## src/rtl/core/pfc_pkg.sv

```systemverilog
// Playfair digraph cipher: shared types, constants and letter/position helpers.
// Used by pfc_square, pfc_ctrl and playfair_digraph_cipher. No dependencies.
`default_nettype none

package pfc_pkg;

    localparam int SIDE  = 5;
    localparam int CELLS = SIDE * SIDE;
    localparam int ALPHA = 26;
    localparam int LW    = 5;                 // letter code width
    localparam int PW    = $clog2(CELLS);     // square position width
    localparam int CW    = $clog2(SIDE);      // row / column width

    localparam logic [LW-1:0] CODE_I = LW'(8);
    localparam logic [LW-1:0] CODE_J = LW'(9);
    localparam logic [LW-1:0] CODE_Z = LW'(25);

    localparam logic [1:0] FN_KEY     = 2'd0;
    localparam logic [1:0] FN_FINISH  = 2'd1;
    localparam logic [1:0] FN_ENCRYPT = 2'd2;

    typedef struct packed {
        logic [1:0]    func;
        logic [LW-1:0] letter_a;
        logic [LW-1:0] letter_b;
    } t_in_item;

    typedef struct packed {
        logic [LW-1:0] cipher_a;
        logic [LW-1:0] cipher_b;
    } t_out_item;

    typedef enum logic [2:0] {
        ST_IDLE,
        ST_KEY,
        ST_FILL,
        ST_LOOK,
        ST_CALC,
        ST_OUT
    } t_state;

    // Sequencer commands to the key square store
    typedef struct packed {
        logic          place_en;
        logic [LW-1:0] place_letter;
        logic          pos_rd_en;
        logic [LW-1:0] look_a;
        logic [LW-1:0] look_b;
        logic          cell_rd_en;
    } t_sq_ctrl;

    // Saturate to Z, then fold J into I
    function automatic logic [LW-1:0] fold_letter(input logic [LW-1:0] v);
        logic [LW-1:0] c;
        c = (v > CODE_Z) ? CODE_Z : v;
        return (c == CODE_J) ? CODE_I : c;
    endfunction

    function automatic logic [CW-1:0] pos_row(input logic [PW-1:0] p);
        logic [CW-1:0] r;
        r = '0;
        for (int k = 1; k < SIDE; k++) begin
            if (p >= PW'(k * SIDE)) begin
                r = CW'(k);
            end
        end
        return r;
    endfunction

    function automatic logic [CW-1:0] pos_col(input logic [PW-1:0] p);
        logic [PW-1:0] base;
        base = PW'(int'(pos_row(p)) * SIDE);
        return CW'(p - base);
    endfunction

    function automatic logic [CW-1:0] wrap_inc(input logic [CW-1:0] x);
        return (x == CW'(SIDE - 1)) ? '0 : x + 1'b1;
    endfunction

    function automatic logic [PW-1:0] cell_index(input logic [CW-1:0] row,
                                                 input logic [CW-1:0] col);
        return PW'(int'(row) * SIDE + int'(col));
    endfunction

endpackage

`default_nettype wire

```

## src/rtl/core/pfc_square.sv

```systemverilog
// Key square store: cell memory, letter-to-position memory, used bits, fill count.
// Holds the shared placement unit. Depends on pfc_pkg.
`default_nettype none

module pfc_square (
    input  wire                      i_clk,
    input  wire                      i_rst_n,
    input  pfc_pkg::t_sq_ctrl        i_ctrl,
    input  wire  [pfc_pkg::PW-1:0]   i_cell_x,
    input  wire  [pfc_pkg::PW-1:0]   i_cell_y,
    output logic [pfc_pkg::PW-1:0]   o_pos_a,
    output logic [pfc_pkg::PW-1:0]   o_pos_b,
    output logic [pfc_pkg::LW-1:0]   o_cell_x,
    output logic [pfc_pkg::LW-1:0]   o_cell_y
);
    import pfc_pkg::*;

    logic [LW-1:0]    r_cells [CELLS];
    logic [PW-1:0]    r_pos   [ALPHA];
    logic [ALPHA-1:0] r_used;
    logic [PW-1:0]    r_fill;
    logic [PW-1:0]    r_pos_a;
    logic [PW-1:0]    r_pos_b;
    logic             r_hit_a;
    logic             r_hit_b;
    logic [LW-1:0]    r_cell_x;
    logic [LW-1:0]    r_cell_y;
    logic             place_ok;

    // Place only a fresh letter into a square that still has room
    assign place_ok = i_ctrl.place_en && !r_used[i_ctrl.place_letter]
                      && (r_fill < PW'(CELLS));

    always_ff @(posedge i_clk) begin
        if (!i_rst_n) begin
            r_used <= '0;
            r_fill <= '0;
        end else if (place_ok) begin
            r_used[i_ctrl.place_letter] <= 1'b1;
            r_fill                      <= r_fill + 1'b1;
        end
    end

    always_ff @(posedge i_clk) begin
        if (place_ok) begin
            r_cells[r_fill]             <= i_ctrl.place_letter;
            r_pos[i_ctrl.place_letter]  <= r_fill;
        end
        if (i_ctrl.pos_rd_en) begin
            r_pos_a <= r_pos[i_ctrl.look_a];
            r_pos_b <= r_pos[i_ctrl.look_b];
            r_hit_a <= r_used[i_ctrl.look_a];
            r_hit_b <= r_used[i_ctrl.look_b];
        end
        if (i_ctrl.cell_rd_en) begin
            r_cell_x <= r_cells[i_cell_x];
            r_cell_y <= r_cells[i_cell_y];
        end
    end

    // Unplaced letter sits at the first cell
    assign o_pos_a  = r_hit_a ? r_pos_a : '0;
    assign o_pos_b  = r_hit_b ? r_pos_b : '0;
    assign o_cell_x = r_cell_x;
    assign o_cell_y = r_cell_y;

    a_fill_bound: assert property (@(posedge i_clk) disable iff (!i_rst_n)
        r_fill <= PW'(CELLS))
        else $error("fill count past square size");

    a_fill_step: assert property (@(posedge i_clk) disable iff (!i_rst_n)
        place_ok |=> (r_fill == $past(r_fill) + 1'b1) && (r_used != $past(r_used)))
        else $error("placement did not advance fill count and used bits");

    a_fill_hold: assert property (@(posedge i_clk) disable iff (!i_rst_n)
        !i_ctrl.place_en |=> $stable(r_fill) && $stable(r_used))
        else $error("square changed without placement");

endmodule

`default_nettype wire

```

## src/rtl/core/pfc_ctrl.sv

```systemverilog
// Sequencer: input capture, key-letter and fill scan, lookup and read steps.
// Drives the key square store through t_sq_ctrl. Depends on pfc_pkg.
`default_nettype none

module pfc_ctrl (
    input  wire                   i_clk,
    input  wire                   i_rst_n,
    input  wire                   i_in_valid,
    input  pfc_pkg::t_in_item     i_in_item,
    output logic                  o_in_stall,
    output logic                  o_out_valid,
    input  wire                   i_out_stall,
    output pfc_pkg::t_sq_ctrl     o_sq
);
    import pfc_pkg::*;

    t_state        r_state;
    t_state        n_state;
    logic [LW-1:0] r_scan;
    logic [LW-1:0] n_scan;
    logic [LW-1:0] r_a;
    logic [LW-1:0] r_b;
    logic          accept;

    assign accept = i_in_valid && (r_state == ST_IDLE);

    always_comb begin
        n_state = r_state;
        case (r_state)
            ST_IDLE: begin
                if (i_in_valid) begin
                    case (i_in_item.func)
                        FN_KEY:     n_state = ST_KEY;
                        FN_FINISH:  n_state = ST_FILL;
                        FN_ENCRYPT: n_state = ST_LOOK;
                        default:    n_state = ST_IDLE;
                    endcase
                end
            end
            ST_KEY:  n_state = ST_IDLE;
            ST_FILL: begin
                if (r_scan == LW'(ALPHA - 1)) begin
                    n_state = ST_IDLE;
                end
            end
            ST_LOOK: n_state = ST_CALC;
            ST_CALC: n_state = ST_OUT;
            ST_OUT: begin
                if (!i_out_stall) begin
                    n_state = ST_IDLE;
                end
            end
            default: n_state = ST_IDLE;
        endcase
    end

    always_comb begin
        n_scan = r_scan;
        if (accept) begin
            n_scan = '0;
        end else if (r_state == ST_FILL) begin
            n_scan = r_scan + 1'b1;
        end
    end

    always_ff @(posedge i_clk) begin
        if (!i_rst_n) begin
            r_state <= ST_IDLE;
            r_scan  <= '0;
        end else begin
            r_state <= n_state;
            r_scan  <= n_scan;
        end
    end

    always_ff @(posedge i_clk) begin
        if (accept) begin
            r_a <= fold_letter(i_in_item.letter_a);
            r_b <= fold_letter(i_in_item.letter_b);
        end
    end

    always_comb begin
        o_in_stall        = (r_state != ST_IDLE);
        o_out_valid       = (r_state == ST_OUT);
        o_sq.place_en     = (r_state == ST_KEY)
                            || ((r_state == ST_FILL) && (r_scan != CODE_J));
        o_sq.place_letter = (r_state == ST_KEY) ? r_a : r_scan;
        o_sq.pos_rd_en    = (r_state == ST_LOOK);
        o_sq.look_a       = r_a;
        o_sq.look_b       = r_b;
        o_sq.cell_rd_en   = (r_state == ST_CALC);
    end

    a_out_blocks_in: assert property (@(posedge i_clk) disable iff (!i_rst_n)
        o_out_valid |-> o_in_stall)
        else $error("input taken while a result is pending");

    a_read_to_out: assert property (@(posedge i_clk) disable iff (!i_rst_n)
        o_sq.cell_rd_en |=> o_out_valid)
        else $error("cell read not followed by result");

    a_encrypt_lookup: assert property (@(posedge i_clk) disable iff (!i_rst_n)
        (accept && (i_in_item.func == FN_ENCRYPT)) |=> o_sq.pos_rd_en)
        else $error("digraph did not start a position lookup");

    a_scan_range: assert property (@(posedge i_clk) disable iff (!i_rst_n)
        (r_state == ST_FILL) |-> (r_scan <= LW'(ALPHA - 1)))
        else $error("fill scan past last letter");

endmodule

`default_nettype wire

```

## src/rtl/core/playfair_digraph_cipher.sv

```systemverilog
// Playfair digraph cipher top level: sequencer, key square store, cipher coordinates.
// Instantiates pfc_ctrl and pfc_square. Depends on pfc_pkg.
//
// Usage: items arrive on the input channel (i_in_valid / o_in_stall, payload
// i_in_item). func KEY appends a letter to the key square unless it is already
// there or the square is full; func FINISH fills the remaining cells with the
// unused letters in alphabet order, J left out; func ENCRYPT answers with one
// result item on the output channel (o_out_valid / i_out_stall, payload
// o_out_item). Letters above Z saturate to Z, and J is folded into I. The
// unused func code is dropped with no result.
// Timing: one item is worked on at a time and o_in_stall stays high meanwhile.
// A key letter goes straight to the placement unit; a finish makes one scan step
// per letter through the single placement unit. A digraph goes through position
// lookup, cell read, then the held result; the next item is taken the cycle
// after the result leaves.
// Reset (synchronous, active low) clears the used-letter bits, fill count and
// sequencer; the cell memory keeps its contents and is valid only once written.
// While the receiver stalls, the result holds in the cell read register and no
// new item is taken.
`default_nettype none

module playfair_digraph_cipher (
    input  wire                   i_clk,
    input  wire                   i_rst_n,
    input  wire                   i_in_valid,
    output logic                  o_in_stall,
    input  pfc_pkg::t_in_item     i_in_item,
    output logic                  o_out_valid,
    input  wire                   i_out_stall,
    output pfc_pkg::t_out_item    o_out_item
);
    import pfc_pkg::*;

    t_sq_ctrl      sq_ctrl;
    logic [PW-1:0] pos_a;
    logic [PW-1:0] pos_b;
    logic [PW-1:0] cell_x;
    logic [PW-1:0] cell_y;
    logic [LW-1:0] cipher_x;
    logic [LW-1:0] cipher_y;
    logic [CW-1:0] row_a;
    logic [CW-1:0] col_a;
    logic [CW-1:0] row_b;
    logic [CW-1:0] col_b;

    pfc_ctrl u_ctrl (
        .i_clk       (i_clk),
        .i_rst_n     (i_rst_n),
        .i_in_valid  (i_in_valid),
        .i_in_item   (i_in_item),
        .o_in_stall  (o_in_stall),
        .o_out_valid (o_out_valid),
        .i_out_stall (i_out_stall),
        .o_sq        (sq_ctrl)
    );

    pfc_square u_square (
        .i_clk    (i_clk),
        .i_rst_n  (i_rst_n),
        .i_ctrl   (sq_ctrl),
        .i_cell_x (cell_x),
        .i_cell_y (cell_y),
        .o_pos_a  (pos_a),
        .o_pos_b  (pos_b),
        .o_cell_x (cipher_x),
        .o_cell_y (cipher_y)
    );

    // Split both positions into row and column
    assign row_a = pos_row(pos_a);
    assign col_a = pos_col(pos_a);
    assign row_b = pos_row(pos_b);
    assign col_b = pos_col(pos_b);

    // Pick the cipher cells: same row (also identical letters) shifts right,
    // same column shifts down, otherwise swap columns
    always_comb begin
        if (row_a == row_b) begin
            cell_x = cell_index(row_a, wrap_inc(col_a));
            cell_y = cell_index(row_b, wrap_inc(col_b));
        end else if (col_a == col_b) begin
            cell_x = cell_index(wrap_inc(row_a), col_a);
            cell_y = cell_index(wrap_inc(row_b), col_b);
        end else begin
            cell_x = cell_index(row_a, col_b);
            cell_y = cell_index(row_b, col_a);
        end
    end

    // Cell read register doubles as the output register
    assign o_out_item.cipher_a = cipher_x;
    assign o_out_item.cipher_b = cipher_y;

endmodule

`default_nettype wire
```

## config.mk

```make
export PLATFORM = sky130hd
export DESIGN_NAME = playfair_digraph_cipher
export DESIGN_NICKNAME = d
export VERILOG_FILES = /design/src/rtl/core/pfc_pkg.sv /design/src/rtl/core/pfc_square.sv /design/src/rtl/core/pfc_ctrl.sv /design/src/rtl/core/playfair_digraph_cipher.sv
export SDC_FILE = /design/constraint.sdc
export NUM_CORES = 1
export LEC_CHECK = 0
export BUFFER_PORTS_ARGS = -buffer_cell sky130_fd_sc_hd__buf_2
export CELL_PAD_IN_SITES_DETAIL_PLACEMENT = 1
export CELL_PAD_IN_SITES_GLOBAL_PLACEMENT = 1
export CORE_MARGIN = 2
export CORE_UTILIZATION = 48
export CTS_CLUSTER_SIZE = 10
export DETAILED_ROUTE_END_ITERATION = 12
export GPL_TIMING_DRIVEN = 0
export PLACE_DENSITY = 0.86
export REMOVE_ABC_BUFFERS = 1
export SLEW_MARGIN = 10
export SYNTH_ARGS = -nofsm -noshare
export SYNTH_HDL_FRONTEND = slang
export SYNTH_SLANG_ARGS = --single-unit
```

## constraint.sdc

```tcl
create_clock -name i_clk -period 4.9 [get_ports i_clk]
set_input_delay 0.49 -clock i_clk [delete_from_list [all_inputs] [get_ports i_clk]]
set_output_delay 0.49 -clock i_clk [all_outputs]
set_load 0.01 [all_outputs]
```

==> key figures <==
Status
  • Status: finished with violations
  • Failing checks: negative setup slack

Setup path
  • Reg-to-reg slack, setup: -0.41 ns
  • Worst endpoint required time: 5.14 ns
  • Critical path arrival: 5.55 ns
  • CP Buf/Inv Count: 5
  • Cell chain of the critical path: o211ai_1 > buf_4 > and2_4 > ha_4 > fa_2 > inv_4 > buf_4 > ha_1 > nor2_1 > mux2_2 > ha_4 > nor2b_4 > nor3_4 > buf_4 > or2_4 > buf_4 > a31oi_1 > o211ai_1 > nand4b_1 > o211ai_1
  • CP max stage delay: 0.53 ns
  • CP Class: reg -> reg
  • Crit end category: flop
  • CP most frequent cell: buf_4
  • Crit path launch type: flop
  • Slowest cell on the critical path: o211ai_1
  • Critical-path maximum fanout: 7
  • Delay-heaviest family, CP: compound AO/OA/AOI/OAI gates

Power
  • LEAKAGE: 7.044 nW
  • Peak supply drop: 0.3073 mV
  • PwrDens: 412.7 nW/um2
  • Tot Pwr: 8.627 mW

Routing
  • Post-Route M1 WL: 21.53 mm
  • DR iter-0 viols: 1678
  • Met3 wire len: 5.913 mm
  • # DRC: 0
  • Vias/cell: 7.060
  • Via count: 13150
  • Antenna Nets Post-Route: 0
  • DRT Wirelength: 62.72 mm
  • Highest metal used: met4
  • Detailed Routing Iterations Pass 1: 5
  • WL met2: 30.30 mm
  • Routed length per placed instance: 33.68 um

CTS
  • CTS tree: done
  • Clock latency on the worst-skew pair: 0.55 ns
  • CTS clock-pin slew for the worst setup and hold paths: 0.06 ns
  • Number of CTS-inserted buffers: 39
  • CTS Hold Bufs: 0
  • H-tree depth: 2
  • CTS root buf: clkbuf_16
  • Bufs on Longest Clock Path: 3
  • CTS sink cnt: 326

Timing
  • Worst-margin pin slew: 1.234 ns
  • Worst Hold Slack: 0.1826 ns
  • Final setup TNS: -15.91 ns
  • Fmax: 188.3 MHz
  • Rel. slew slack: 17.61%
  • Final-report hold violation count: 0
  • RSZ-0062 raised after global routing: yes
  • Tcrit/Tclk final: 108.4%
  • Final min period: 5.311 ns
  • Final worst setup slack: -0.4105 ns
  • Clock skew: 0.02878 ns
  • Pins Over Slew Limit: 0
  • Final setup fails: 152

Floorplanning
  • Io pins: 28
  • FP Rows: 69
  • Die Span Y: 193.6 um
  • Area of the core: 35480 um2
  • Initial cell density of the core: 48.64%
  • DIE WIDTH: 193.6 um
  • Die area: 37490 um2

Place
  • Number of port buffers: 27
  • Dpl hpwl: 34.27 mm
  • RePlAce Congestion: 0.9053
  • DP Area: 17970 um2

Logic synthesis
  • Post-Syn Area: 17260 um2
  • Post-synth EDFFs: 287
  • Sequential area share after synthesis: 54.46%
  • Synthesis Warnings: 0
  • Asr flop ratio synth: 0%
  • Syn Area/Cell: 13.56 um2
  • Syn Inst Count: 1273
  • Library cells used by synthesis: 80
  • Yosys reg bits: 326
  • Post-synth top flop: edfxtp_1

GRT
  • Largest net degree at the start of global routing: 39
  • Grt total ovfl: 0
  • Via count of the first global-routing pass: 13680
  • Global-route wire length before repair: 86.24 mm
  • Gr usage total: 30.06%
  • Initial antenna violation count: 0

Finish
  • Largest regs: u_square.r_pos (130), u_square.r_cells (125), u_square.r_used (26)
  • Ant. Diodes: 0
  • Max reg flops: 130
  • Largest Register: u_square.r_pos
  • Share of cells above drive strength 1: 34.19%
  • Finished Cell Area: 20910 um2
  • Commonest cells after routing, fill and taps aside: edfxtp_1, nand2_1, mux4_2
  • # nets final: 1442
  • Commonest non-fill, non-tap cell in the layout: edfxtp_1
  • Area growth syn-to-layout: 21.12%

Job
  • Max-cap violation count: 0

Hold path
  • HP Class: in -> reg
-- area by class of cell --
cell class	instances	area [um2]
well taps	461	576.8
repair inverters	2	10.01
multi-input cells	844	8381
clock inverters	2	38.79
clock buffers	66	1097
flip-flops and latches	326	9404
repair buffers	121	1230
inverters	40	167.7
fillers	3298	14580
-- worst reg2reg max path: stages, from the launching register on --
cell and delay (ns):
edfxtp_1 0.50, o211ai_1 0.54, buf_4 0.24, and2_4 0.17
ha_4 0.13, fa_2 0.48, inv_4 0.11, buf_4 0.16
ha_1 0.20, nor2_1 0.07, mux2_2 0.29, ha_4 0.30
nor2b_4 0.20, nor3_4 0.07, buf_4 0.22, or2_4 0.31
buf_4 0.18, a31oi_1 0.20, o211ai_1 0.30, nand4b_1 0.22
o211ai_1 0.17
-- repair_timing --
action | CTS | global route
pin swaps | 57 | 33
resized for setup | 148 | 81
endpoints found under the setup margin | 294 | 292
buffers inserted | 52 | 27
gates cloned | 7 | 3
-- path summary, 6_finish.rpt --
kind / start / end / cells past startpoint
setup / recovery: u_square.r_pos_a[2] / u_square.o_cell_x[3] / 20
hold / removal: i_in_item[9] / u_ctrl.r_a[4] / 1
setup reg to reg: u_square.r_pos_a[2] / u_square.o_cell_x[3] / 20
hold reg to reg: u_square.r_used[2] / u_square.r_used[2] / 1
-- cell families (layout without fill, tap and decap cells) --
logic type | after synthesis | after routing | synth area share (%)
flops | 326 | 326 | 54.46
simple gates | 314 | 318 | 8.294
compound gates | 231 | 232 | 9.606
mux | 218 | 218 | 19.42
buf+inv | 108 | 231 | 2.719
fa+ha+maj | 53 | 53 | 4.183
xor+xnor | 23 | 23 | 1.319
-- power by group --
group	total, mW	switching, mW	internal (mW)
Sequential	3.31	0.143	3.17
Combinational	2.59	1.51	1.08
Clock	2.72	1.16	1.57
-- routing by layer --
| metal | up-vias | global-route usage [%] |
|---|---|---|
| li1 | 5179 | - |
| met1 | 6525 | 35.42 |
| met2 | 1071 | 52.41 |
| met3 | 370 | 5.097 |
| met4 | 0 | 16.62 |
| met5 | - | 0 |
-- cells in the mapped netlist, types with 12 or more instances --
| master | count | share of area, % |
|---|---|---|
| xor2_1 | 12 | 0.61 |
| clkbuf_1 | 34 | 0.74 |
| o21ai_0 | 15 | 0.43 |
| inv_1 | 37 | 0.80 |
| o22ai_1 | 24 | 0.87 |
| o21a_1 | 32 | 1.4 |
| mux4_2 | 86 | 11 |
| a21oi_1 | 44 | 1.3 |
| mux2_2 | 48 | 3.1 |
| dfxtp_1 | 39 | 4.5 |
| edfxtp_1 | 287 | 50 |
| nand3_1 | 15 | 0.43 |
| and2_1 | 12 | 0.43 |
| buf_2 | 15 | 0.43 |
| ha_1 | 44 | 3.2 |
| nor2b_1 | 15 | 0.54 |
| nand2_1 | 123 | 2.7 |
| nor2_1 | 94 | 2.0 |
| a211oi_1 | 22 | 0.96 |
| mux2i_1 | 74 | 4.3 |
-- stage by stage --
stage,instances,setup WS (ns),util [%]
floorplan,1205,-0.8338,-
global placement,1693,-3.337,49.75
detailed placement,1707,-1.440,50.64
CTS,1833,-0.1293,57.25
global route,1862,-0.5004,58.92
finish,1862,-0.4105,58.92
(Power assumes the default switching activity.)
